==> src/rtl/core/dfs_pkg.sv <==
// Shared constants, types and a helper function for the path finder.
// No dependencies; the controller, datapath, top level and checker import this package.
`timescale 1ns / 1ps

package dfs_pkg;

  localparam int MAX_VERTICES = 64;
  localparam int VTX_W        = $clog2(MAX_VERTICES);
  localparam int CNT_W        = $clog2(MAX_VERTICES + 1);
  localparam int GRP_W        = 8;
  localparam int GRP_N        = (MAX_VERTICES + GRP_W - 1) / GRP_W;
  localparam int PAD_W        = GRP_N * GRP_W;

  localparam logic [CNT_W-1:0] VC_RESET = CNT_W'(MAX_VERTICES);

  localparam logic [1:0] OP_ADD_EDGE  = 2'd0;
  localparam logic [1:0] OP_FIND_PATH = 2'd1;
  localparam logic [1:0] OP_CLEAR     = 2'd2;

  typedef enum logic [2:0] {
    ADJ_RD_A,
    ADJ_RD_B,
    ADJ_RD_CUR,
    ADJ_RD_NB,
    ADJ_RD_STK
  } adj_rd_sel_t;

  typedef enum logic [1:0] {
    STK_RD_DEPTH_M1,
    STK_RD_DEPTH_M2,
    STK_RD_IDX_M1
  } stk_rd_sel_t;

  typedef enum logic [2:0] {
    EMIT_NONE,
    EMIT_END,
    EMIT_SINGLE,
    EMIT_MISS,
    EMIT_STACK
  } emit_t;

  typedef struct packed {
    logic        clear_rows;
    logic        adj_wr_a;
    logic        adj_wr_b;
    logic        query_init;
    logic        push;
    logic        mark_only;
    logic        pop;
    logic        load_top;
    logic        idx_load;
    logic        idx_dec;
    adj_rd_sel_t adj_rd_sel;
    stk_rd_sel_t stk_rd_sel;
    emit_t       emit;
  } dp_cmd_t;

  typedef struct packed {
    logic range_ok;
    logic same_ends;
    logic cand_empty;
    logic nb_is_end;
    logic depth_one;
    logic stack_full;
    logic idx_zero;
  } dp_status_t;

  // Lowest set bit, found group by group to keep the priority chains short.
  function automatic logic [VTX_W-1:0] lowest_bit(input logic [MAX_VERTICES-1:0] x);
    logic [PAD_W-1:0] xp;
    logic [GRP_W-1:0] grp_bits;
    int               grp;
    int               bit_pos;
    xp      = PAD_W'(x);
    grp     = 0;
    bit_pos = 0;
    for (int g = GRP_N - 1; g >= 0; g--) begin
      if (|xp[g*GRP_W +: GRP_W]) begin
        grp = g;
      end
    end
    grp_bits = xp[grp*GRP_W +: GRP_W];
    for (int i = GRP_W - 1; i >= 0; i--) begin
      if (grp_bits[i]) begin
        bit_pos = i;
      end
    end
    return VTX_W'(grp * GRP_W + bit_pos);
  endfunction

endpackage

==> src/rtl/core/dfs_ctrl.sv <==
// Sequencer for edge updates, graph clears and the depth-first path search.
// Depends on dfs_pkg; drives the datapath through dp_cmd_t.
`timescale 1ns / 1ps

module dfs_ctrl (
  input  logic                clk,
  input  logic                rst,
  input  logic                accept,
  input  logic [1:0]          operation,
  input  dfs_pkg::dp_status_t status,
  output dfs_pkg::dp_cmd_t    cmd,
  output logic                busy
);

  import dfs_pkg::*;

  typedef enum logic [3:0] {
    S_IDLE,
    S_EDGE_RD_A,
    S_EDGE_WR_A,
    S_EDGE_RD_B,
    S_EDGE_WR_B,
    S_CHECK,
    S_SCAN,
    S_POP,
    S_EMIT
  } state_t;

  state_t state;
  state_t state_next;

  always_ff @(posedge clk) begin
    if (rst) begin
      state <= S_IDLE;
      busy  <= 1'b0;
    end else begin
      state <= state_next;
      busy  <= (state_next != S_IDLE);
    end
  end

  always_comb begin
    cmd            = '0;
    cmd.adj_rd_sel = ADJ_RD_CUR;
    cmd.stk_rd_sel = STK_RD_DEPTH_M1;
    cmd.emit       = EMIT_NONE;
    state_next     = state;
    unique case (state)
      S_IDLE: begin
        if (accept) begin
          unique case (operation)
            OP_ADD_EDGE:  state_next = S_EDGE_RD_A;
            OP_FIND_PATH: state_next = S_CHECK;
            OP_CLEAR:     cmd.clear_rows = 1'b1;
            default:      state_next = S_IDLE;
          endcase
        end
      end
      S_EDGE_RD_A: begin
        cmd.adj_rd_sel = ADJ_RD_A;
        state_next     = S_EDGE_WR_A;
      end
      S_EDGE_WR_A: begin
        cmd.adj_wr_a = 1'b1;
        state_next   = S_EDGE_RD_B;
      end
      S_EDGE_RD_B: begin
        cmd.adj_rd_sel = ADJ_RD_B;
        state_next     = S_EDGE_WR_B;
      end
      S_EDGE_WR_B: begin
        cmd.adj_wr_b = 1'b1;
        state_next   = S_IDLE;
      end
      S_CHECK: begin
        priority if (!status.range_ok) begin
          cmd.emit   = EMIT_MISS;
          state_next = S_IDLE;
        end else if (status.same_ends) begin
          cmd.emit   = EMIT_SINGLE;
          state_next = S_IDLE;
        end else begin
          cmd.query_init = 1'b1;
          cmd.adj_rd_sel = ADJ_RD_A;
          state_next     = S_SCAN;
        end
      end
      S_SCAN: begin
        // The row of the vertex on top of the stack is on the RAM output here.
        priority if (status.cand_empty && status.depth_one) begin
          cmd.emit   = EMIT_MISS;
          state_next = S_IDLE;
        end else if (status.cand_empty) begin
          cmd.pop        = 1'b1;
          cmd.stk_rd_sel = STK_RD_DEPTH_M2;
          state_next     = S_POP;
        end else if (status.nb_is_end) begin
          cmd.emit       = EMIT_END;
          cmd.idx_load   = 1'b1;
          cmd.stk_rd_sel = STK_RD_DEPTH_M1;
          state_next     = S_EMIT;
        end else if (!status.stack_full) begin
          cmd.push       = 1'b1;
          cmd.adj_rd_sel = ADJ_RD_NB;
        end else begin
          // Full stack: mark the neighbour and rescan the same top.
          cmd.mark_only  = 1'b1;
          cmd.adj_rd_sel = ADJ_RD_CUR;
        end
      end
      S_POP: begin
        cmd.load_top   = 1'b1;
        cmd.adj_rd_sel = ADJ_RD_STK;
        state_next     = S_SCAN;
      end
      S_EMIT: begin
        cmd.emit = EMIT_STACK;
        if (status.idx_zero) begin
          state_next = S_IDLE;
        end else begin
          cmd.idx_dec    = 1'b1;
          cmd.stk_rd_sel = STK_RD_IDX_M1;
        end
      end
      default: state_next = S_IDLE;
    endcase
  end

endmodule

==> config.mk <==
export PLATFORM = sky130hd
export DESIGN_NAME = dfs_ctrl
export DESIGN_NICKNAME = d
export VERILOG_FILES = /design/src/rtl/core/dfs_pkg.sv /design/src/rtl/core/dfs_ctrl.sv
export SDC_FILE = /design/constraint.sdc
export NUM_CORES = 1
export LEC_CHECK = 0
export BUFFER_PORTS_ARGS = -buffer_cell sky130_fd_sc_hd__buf_2
export CORE_AREA = 2 2 39 41
export CTS_BUF_LIST = sky130_fd_sc_hd__clkbuf_8
export CTS_CLUSTER_SIZE = 40
export DETAILED_ROUTE_END_ITERATION = 8
export DIE_AREA = 0 0 41 43
export PLACE_DENSITY_LB_ADDON = 0.08
export SETUP_SLACK_MARGIN = 0.5
export SLEW_MARGIN = 20
export SYNTH_ARGS = -nofsm -noshare
export SYNTH_HDL_FRONTEND = slang
export SYNTH_SLANG_ARGS = --single-unit
==> constraint.sdc <==
create_clock -name clk -period 2.6 [get_ports clk]
set_clock_uncertainty 0.05 [all_clocks]
set_input_delay 0.13 -clock clk [delete_from_list [all_inputs] [get_ports clk]]
set_output_delay 0.13 -clock clk [all_outputs]
set_load 0.01 [all_outputs]
== After elaboration in Yosys (flattened, before gate mapping) ==
Cells that the tools add are included.
Operators by class
  eq/ne operators: 10
  muxes and demuxes: 46
  reduce and logical (&&, ||, !) cells: 4
Operators by type and width (count)
  $pmux 4 s8: 1
  $mux 4: 6
  $mux 1: 23
  $mux 3: 6
  $eq 4x3->1 const B: 4
  $pmux 3 s5: 1
  $mux 2: 6
  $pmux 4 s3: 1
  $pmux 3 s3: 1
  $eq 4x2->1 const B: 2
  $eq 4x1->1 const B: 1
  $eq 4x4->1 const B: 1
  $logic_not 4->1: 1
  $pmux 2 s2: 1
  $reduce_bool 4->1: 1
  $eq 2x1->1 const B: 1
  $eq 2x2->1 const B: 1
  $logic_not 2->1: 1
  $logic_and 1x1->1: 1
Word-level totals
  register bits after elaboration: 5
  input port bits: 12
  output and inout port bits: 19
  word-level logic and storage cells: 62

== Longest topological paths before layout ==
Gate-level depths: netlist of the first run.
  depth after elaboration: 5
  mapped depth: 5
  mapped depth without buffers: 4

== Worst setup path after synthesis of the first run ==
OpenSTA, ideal clock, no wires.
  path type: register to register
  start: reg state[2]
  end: reg busy
  setup time: 0.077 ns
  data arrival time: 1.251 ns
  required time: 2.473 ns
  setup slack: 1.222 ns
  stages on the path, launching flop included: 6
  buffers on the path: 1
  period minus slack after synthesis: 1.378 ns
  path through: dfxtp_1 > buf_6 > nor4b_2 > and2b_1 > a21oi_2 > a41oi_2
On the way
  longest elaborated chain between the ends: 5
  elaborated cells on any way between the ends: 16
  those cells by class: 7 x eq/ne; 7 x mux; 2 x reduce/logical
RTL lines
  start: declaration: RTL line dfs_ctrl.sv:29  | state_t state;
  start signal: assignment: RTL line dfs_ctrl.sv:37  | state <= state_next;
  $mux 4: RTL line dfs_ctrl.sv:97  | end else if (status.nb_is_end) begin
  $mux 4: RTL line dfs_ctrl.sv:93  | end else if (status.cand_empty) begin
  $mux 4: RTL line dfs_ctrl.sv:90  | priority if (status.cand_empty && status.depth_one) begin
  $pmux 4 s8 (*): RTL line dfs_ctrl.sv:48  | unique case (state)
  $reduce_bool 4->1 (*): RTL line dfs_ctrl.sv:38  | busy <= (state_next != S_IDLE);
  end signal: assignment: RTL line dfs_ctrl.sv:38
  end: declaration: RTL line dfs_ctrl.sv:12  | output logic busy
Mark *: on every way between the ends. The rest lies on a longest branch, timed or not.
A chain may end at the register's enable or synchronous reset.

==> results of run 1 <==
## kinds of logic (layout without fill, tap and decap cells)
logic type             count (synthesis)  count (layout)  synth area share
flip-flops                             5               5             0.183
AO/OA/AOI/OAI                         10              10             0.144
buffers and inverters                  5              35            0.0892
multiplexers                           1               1            0.0183
XOR/XNOR                               1               1            0.0160
AND/OR/NAND/NOR                       40              40             0.549
## worst min path at each step
stage	from	endpoint	slack (ps)	cells after the start
finish	rst	busy	80	2
global route	rst	busy	90	2
CTS	rst	busy	80	2
detailed placement	rst	busy	310	2
global placement	rst	busy	310	2
floorplan	rst	busy	140	1
## area by class of cell
class,instances,area (um2),share of cell area
inverters,1,3.75,0.00524
clock buffers,3,41.3,0.0576
clock inverters,1,3.75,0.00524
flip-flops and latches,5,100,0.140
well taps,16,20.0,0.0279
multi-input cells,52,398,0.555
repair buffers,30,150,0.209
## metrics by stage
step           setup slack, ps  hold slack [ps]
6_report                   862             83.4
5_1_grt                    727             93.9
3_5_place_dp              1090              311
4_1_cts                    858             82.9
3_3_place_gp              1050              309
2_1_floorplan             1220              143
## registers in the layout, summed over array words and instances (netlist names)
name / count
busy: 1
state: 4
## where the power goes
group	total (uW)	internal (uW)	switching, uW
Sequential	95.7	82.7	13.0
Clock	135	101	34.5
Combinational	62.1	32.9	29.2
Total	293	216	76.7
## synth_stat cells
| library cell | n |
|---|---|
| and2_1 | 1 |
| dfxtp_1 | 5 |
| a21oi_2 | 1 |
| and3b_1 | 1 |
| nand2_1 | 3 |
| and2b_1 | 1 |
| a21o_1 | 1 |
| nor3b_1 | 1 |
| nor2b_1 | 3 |
| nor3_2 | 2 |
| a41oi_2 | 1 |
| nor2_1 | 11 |
| nor4b_2 | 1 |
| nand4bb_4 | 1 |
| nand2b_1 | 3 |
| or2_1 | 1 |
| xnor2_1 | 1 |
| mux2i_1 | 1 |
| nor3_1 | 3 |
| o2bb2ai_1 | 1 |
| nand3b_1 | 1 |
| a21oi_1 | 4 |
| o22a_1 | 1 |
| nor4b_1 | 1 |
| and4b_1 | 1 |
| nand2b_4 | 1 |
| buf_6 | 4 |
| nor3b_2 | 1 |
| inv_1 | 1 |
| a31o_1 | 1 |
| nor4_2 | 2 |
| nor3b_4 | 1 |
## metal layers
metal	track usage	part of all wire	wire, um	up-vias
li1	-	-	-	280
met1	0.182	0.47	542	234
met2	0.194	0.48	549	13
met3	0.00524	0.048	55	0
met4	0.0800	0	0	0
met5	0	0	0	-
==> reports/qor.yml, run 1 <==
status: "finished, final reports clean"
setup_violations: 0
syn_avg_cell_area_um2: 8.82
yosys_warnings: 0
ys_seq_area_frac: 0.183
synthToLayoutAreaGrowth_pct: 31.1
final_cells: 108
powerDensity_nw_per_um2: 409
remaining_drc_errors: 0
cts_root_buffer: "clkbuf_8"
startpoint: "state[2]"
clock_path_buffers: 2
holdBufCountCts: 0
portBuffers: 30
drtPass1Iterations: 4
coreArea_um2: 1380
synthTopCellsByArea: "dfxtp_1 (18%), buf_6 (8.2%), nor2_1 (7.6%)"
mostFrequentLayoutCell: "buf_2"
slew_headroom: 0.651
synth_cell_type_count: 32
fin_nets: 105
path_buf_inv: 1
rsz0062_at_grt: "no"
cts_tree: "done"
p_total_uw: 293
ioPinCount: 31
fmax_ghz: 0.575
avgRoutedWirePerCell_um: 10.6
utilization: 0.518
post_cts_resized: 0
grt_pass1_wl_mm: 1.66
dpl_cell_area_um2: 672
num_vias: 527
viasPerCell: 4.88
critPathLaunchType: "flip-flop"
drv_slew: 0
num_rows: 14
finalCritPeriodShare: 0.669
cp.depth: 4
finalSetupTns_ps: 0
detail-route-antenna-nets: 0
critical_path_class: "reg2out"
p_leak_uw: 0.000335
synth_top_area_share: 0.183
dieHeight_um: 43
slowest_delay_ps: 640
cts_max_level: 1
drive_above_1_share: 0.478
synthesis.area_um2: 547
antenna_found_initial: 0
crit_arrival_ps: 1560
hold_class: "in2reg"
post_cts_buffers: 0
syn-num-nets: 74
die_w_um: 41
ys_seq_elements: 5
crit_fanout: 10
crit_required_ps: 2420
grt_pass1_vias: 431
dp_hpwl_um: 918
cp_cell_sequence: "nand4bb_4 -> nor4_2 -> a31o_1 -> buf_2"
overflow: 0
num-fill-cells: 149
r2r_start: "state[2]"
synth_top_area_cell: "dfxtp_1"
r2r-end: "busy"
cp-end-kind: "primary output"
num_antenna_cells: 0
most-common-layout-cells: "buf_2 (30), nor2_1 (11), dfxtp_1 (5)"
place_congestion: 0.709
rr_worst_depth: 4
drt-total-wl_mm: 1.15
fin_crit_ps: 1740
globalRouteTotalUtil: 0.132
initial_core_util: 0.395
cp-endpoint: "cmd[5]"
clk-insertion-delay-late_ps: 220
synthCells: 62
dp_cells: 104
drtIter0Drc: 6
vdd_drop_max_uv: 304
clock_sinks: 5
grt_max_degree: 14
clk_pin_slew_ps: 30
slowest_stage: "dfxtp_1"
numCtsBuffers: 3
worstMarginPinSlew_ps: 522
critPathTopFamily: "flip-flops"
dieArea_um2: 1760
postLayoutCellArea_um2: 717
maxCapViolCount: 0
r2r_slack_ps: 1110
hold_violations: 0
No activity file was read; power rests on OpenSTA's default activity.
==> run 2: changes to the inputs <==
==> constraint.sdc (replaced) <==
create_clock -name clk -period 1.65 [get_ports clk]
set_clock_uncertainty 0.05 [all_clocks]
set_input_delay 0.0825 -clock clk [delete_from_list [all_inputs] [get_ports clk]]
set_output_delay 0.0825 -clock clk [all_outputs]
set_load 0.01 [all_outputs]
==> run 2 against run 1 <==
Sequential share of layout area shrank 3.6 points. Largest power group unchanged. Count of clock-buffer cells in the layout did not move. Global-route usage is 8.1 points higher. First-iteration DRC count decreased by 33%. Sequential power rose by 49%. Total power increased by 91%. Critical path type is now reg2reg.
==> reports/qor.yml, run 2 (same netlist as run 1, synthesis figures left out) <==
status: "finished, final reports clean"
p_total_uw: 559
grt_pass1_wl_mm: 2.59
die_w_um: 41
r2r_start: "state[0]"
antenna_found_initial: 0
portBuffers: 30
ioPinCount: 31
drive_above_1_share: 0.741
synthToLayoutAreaGrowth_pct: 98.9
vdd_drop_max_uv: 577
netSwitchingFraction: 0.280
r2r_slack_ps: 200
finalSetupTns_ps: 0
crit_arrival_ps: 1540
dieArea_um2: 1760
num_vias: 662
cp-end-kind: "flip-flop"
critical_path_class: "reg2reg"
post-place-ws_ps: 221
clk-insertion-delay-late_ps: 220
hold_end: "state[1]"
p_leak_uw: 0.000522
p_comb_frac: 0.365
dieHeight_um: 43
drtIter0Drc: 4
cts_root_buffer: "clkbuf_8"
num_rows: 14
detail-route-antenna-nets: 0
clk_pin_slew_ps: 30
numCtsBuffers: 3
dp_cells: 107
clock_path_buffers: 2
coreArea_um2: 1380
hold_violations: 0
initial_core_util: 0.395
holdBufCountCts: 0
num_antenna_cells: 0
crit_required_ps: 1740
p_int_uw: 402
avgRoutedWirePerCell_um: 12.6
powerDensity_nw_per_um2: 514
overflow: 0
seqPwrFrac: 0.256
grt_max_degree: 9
globalRouteTotalUtil: 0.213
maxCapViolCount: 0
reg_top3: "state (4), busy (1)"
drv_slew: 0
grt_pass1_vias: 633
remaining_drc_errors: 0
clockPowerShare: 0.380
worstHoldStart: "rst"
hold_depth: 2
slew_headroom: 0.818
crit_fanout: 5
most-common-layout-cells: "buf_2 (28), buf_6 (17), buf_4 (9)"
r2r-end: "busy"
dp_hpwl_um: 998
final_cells: 132
drt-total-wl_mm: 1.67
max_flop_register: "state"
rsz0062_at_grt: "yes"
finalCritPeriodShare: 0.876
largest_reg_flops: 4
holdWs_ps: 42.8
setup_violations: 0
fin_nets: 129
hold_class: "in2reg"
cts_tree: "done"
worst_slack_ps: 204
place_congestion: 0.760
rr_worst_depth: 7
drtPass1Iterations: 2
clock_sinks: 5
fmax_ghz: 0.692
cts_max_level: 1
worstMarginPinSlew_ps: 273
critPathLaunchType: "flip-flop"
mostFrequentLayoutCell: "buf_2"
p_switching_uw: 157
viasPerCell: 5.02
fin_crit_ps: 1450
==> run 2: changes by cell type in the layout (fill, tap and decap cells not counted), sizes merged <==
cell | previous run | this run
buf | 30 | 54
==> run 2: worst max-delay path, stage by stage, from the launching register on <==
cell and delay (ps):
dfxtp_4 360, buf_4 140, buf_6 110, buf_6 110, xnor2_2 130, a21oi_1 80
or2_1 260, a41oi_2 140
==> run 2: final cells by class <==
type	instances	area [um2]
clock inverter	1	3.75
multi-input combinational	52	507
sequential	5	113
fill	98	297
tap	16	20.0
timing repair buffer	54	399
clock buffer	3	41.3
inverter	1	3.75
==> run 2: per-layer routing <==
metal	routed length, um	vias to the layer above	global-route usage
li1	-	330	-
met1	651	311	0.232
met2	922	19	0.363
met3	75	2	0.0366
met4	18	0	0.113
met5	0	-	0
==> run 2: power groups by stage <==
| stage | combinational, uW | clock, uW | sequential, uW |
|---|---|---|---|
| detailed placement | 121 | 0 | 147 |
| floorplan | 86.9 | 0 | 141 |
| global placement | 119 | 0 | 147 |
| CTS | 178 | 218 | 142 |
| finish | 204 | 212 | 143 |
| global route | 218 | 229 | 144 |
==> run 2: worst max path at each step <==
stage,from,endpoint,cells past startpoint
after floorplan,state[2],busy,5
after global placement,state[3],busy,4
after detailed placement,state[3],busy,4
after CTS,state[3],cmd[5],4
after global routing,state[2],cmd[12],4
final,state[0],busy,7
==> run 2: timing repair <==
item                       CTS  global route
setup endpoints to repair   23            23
gates cloned                 0             0
setup buffers               16             5
pin swaps                    9             3
resized for setup           28            11
==> run 2: through the flow <==
step / cell area, um2 / utilization
global placement: 724 / 0.524
finish: 1090 / 0.786
CTS: 998 / 0.722
floorplan: 577 / -
detailed placement: 724 / 0.524
global route: 1090 / 0.786
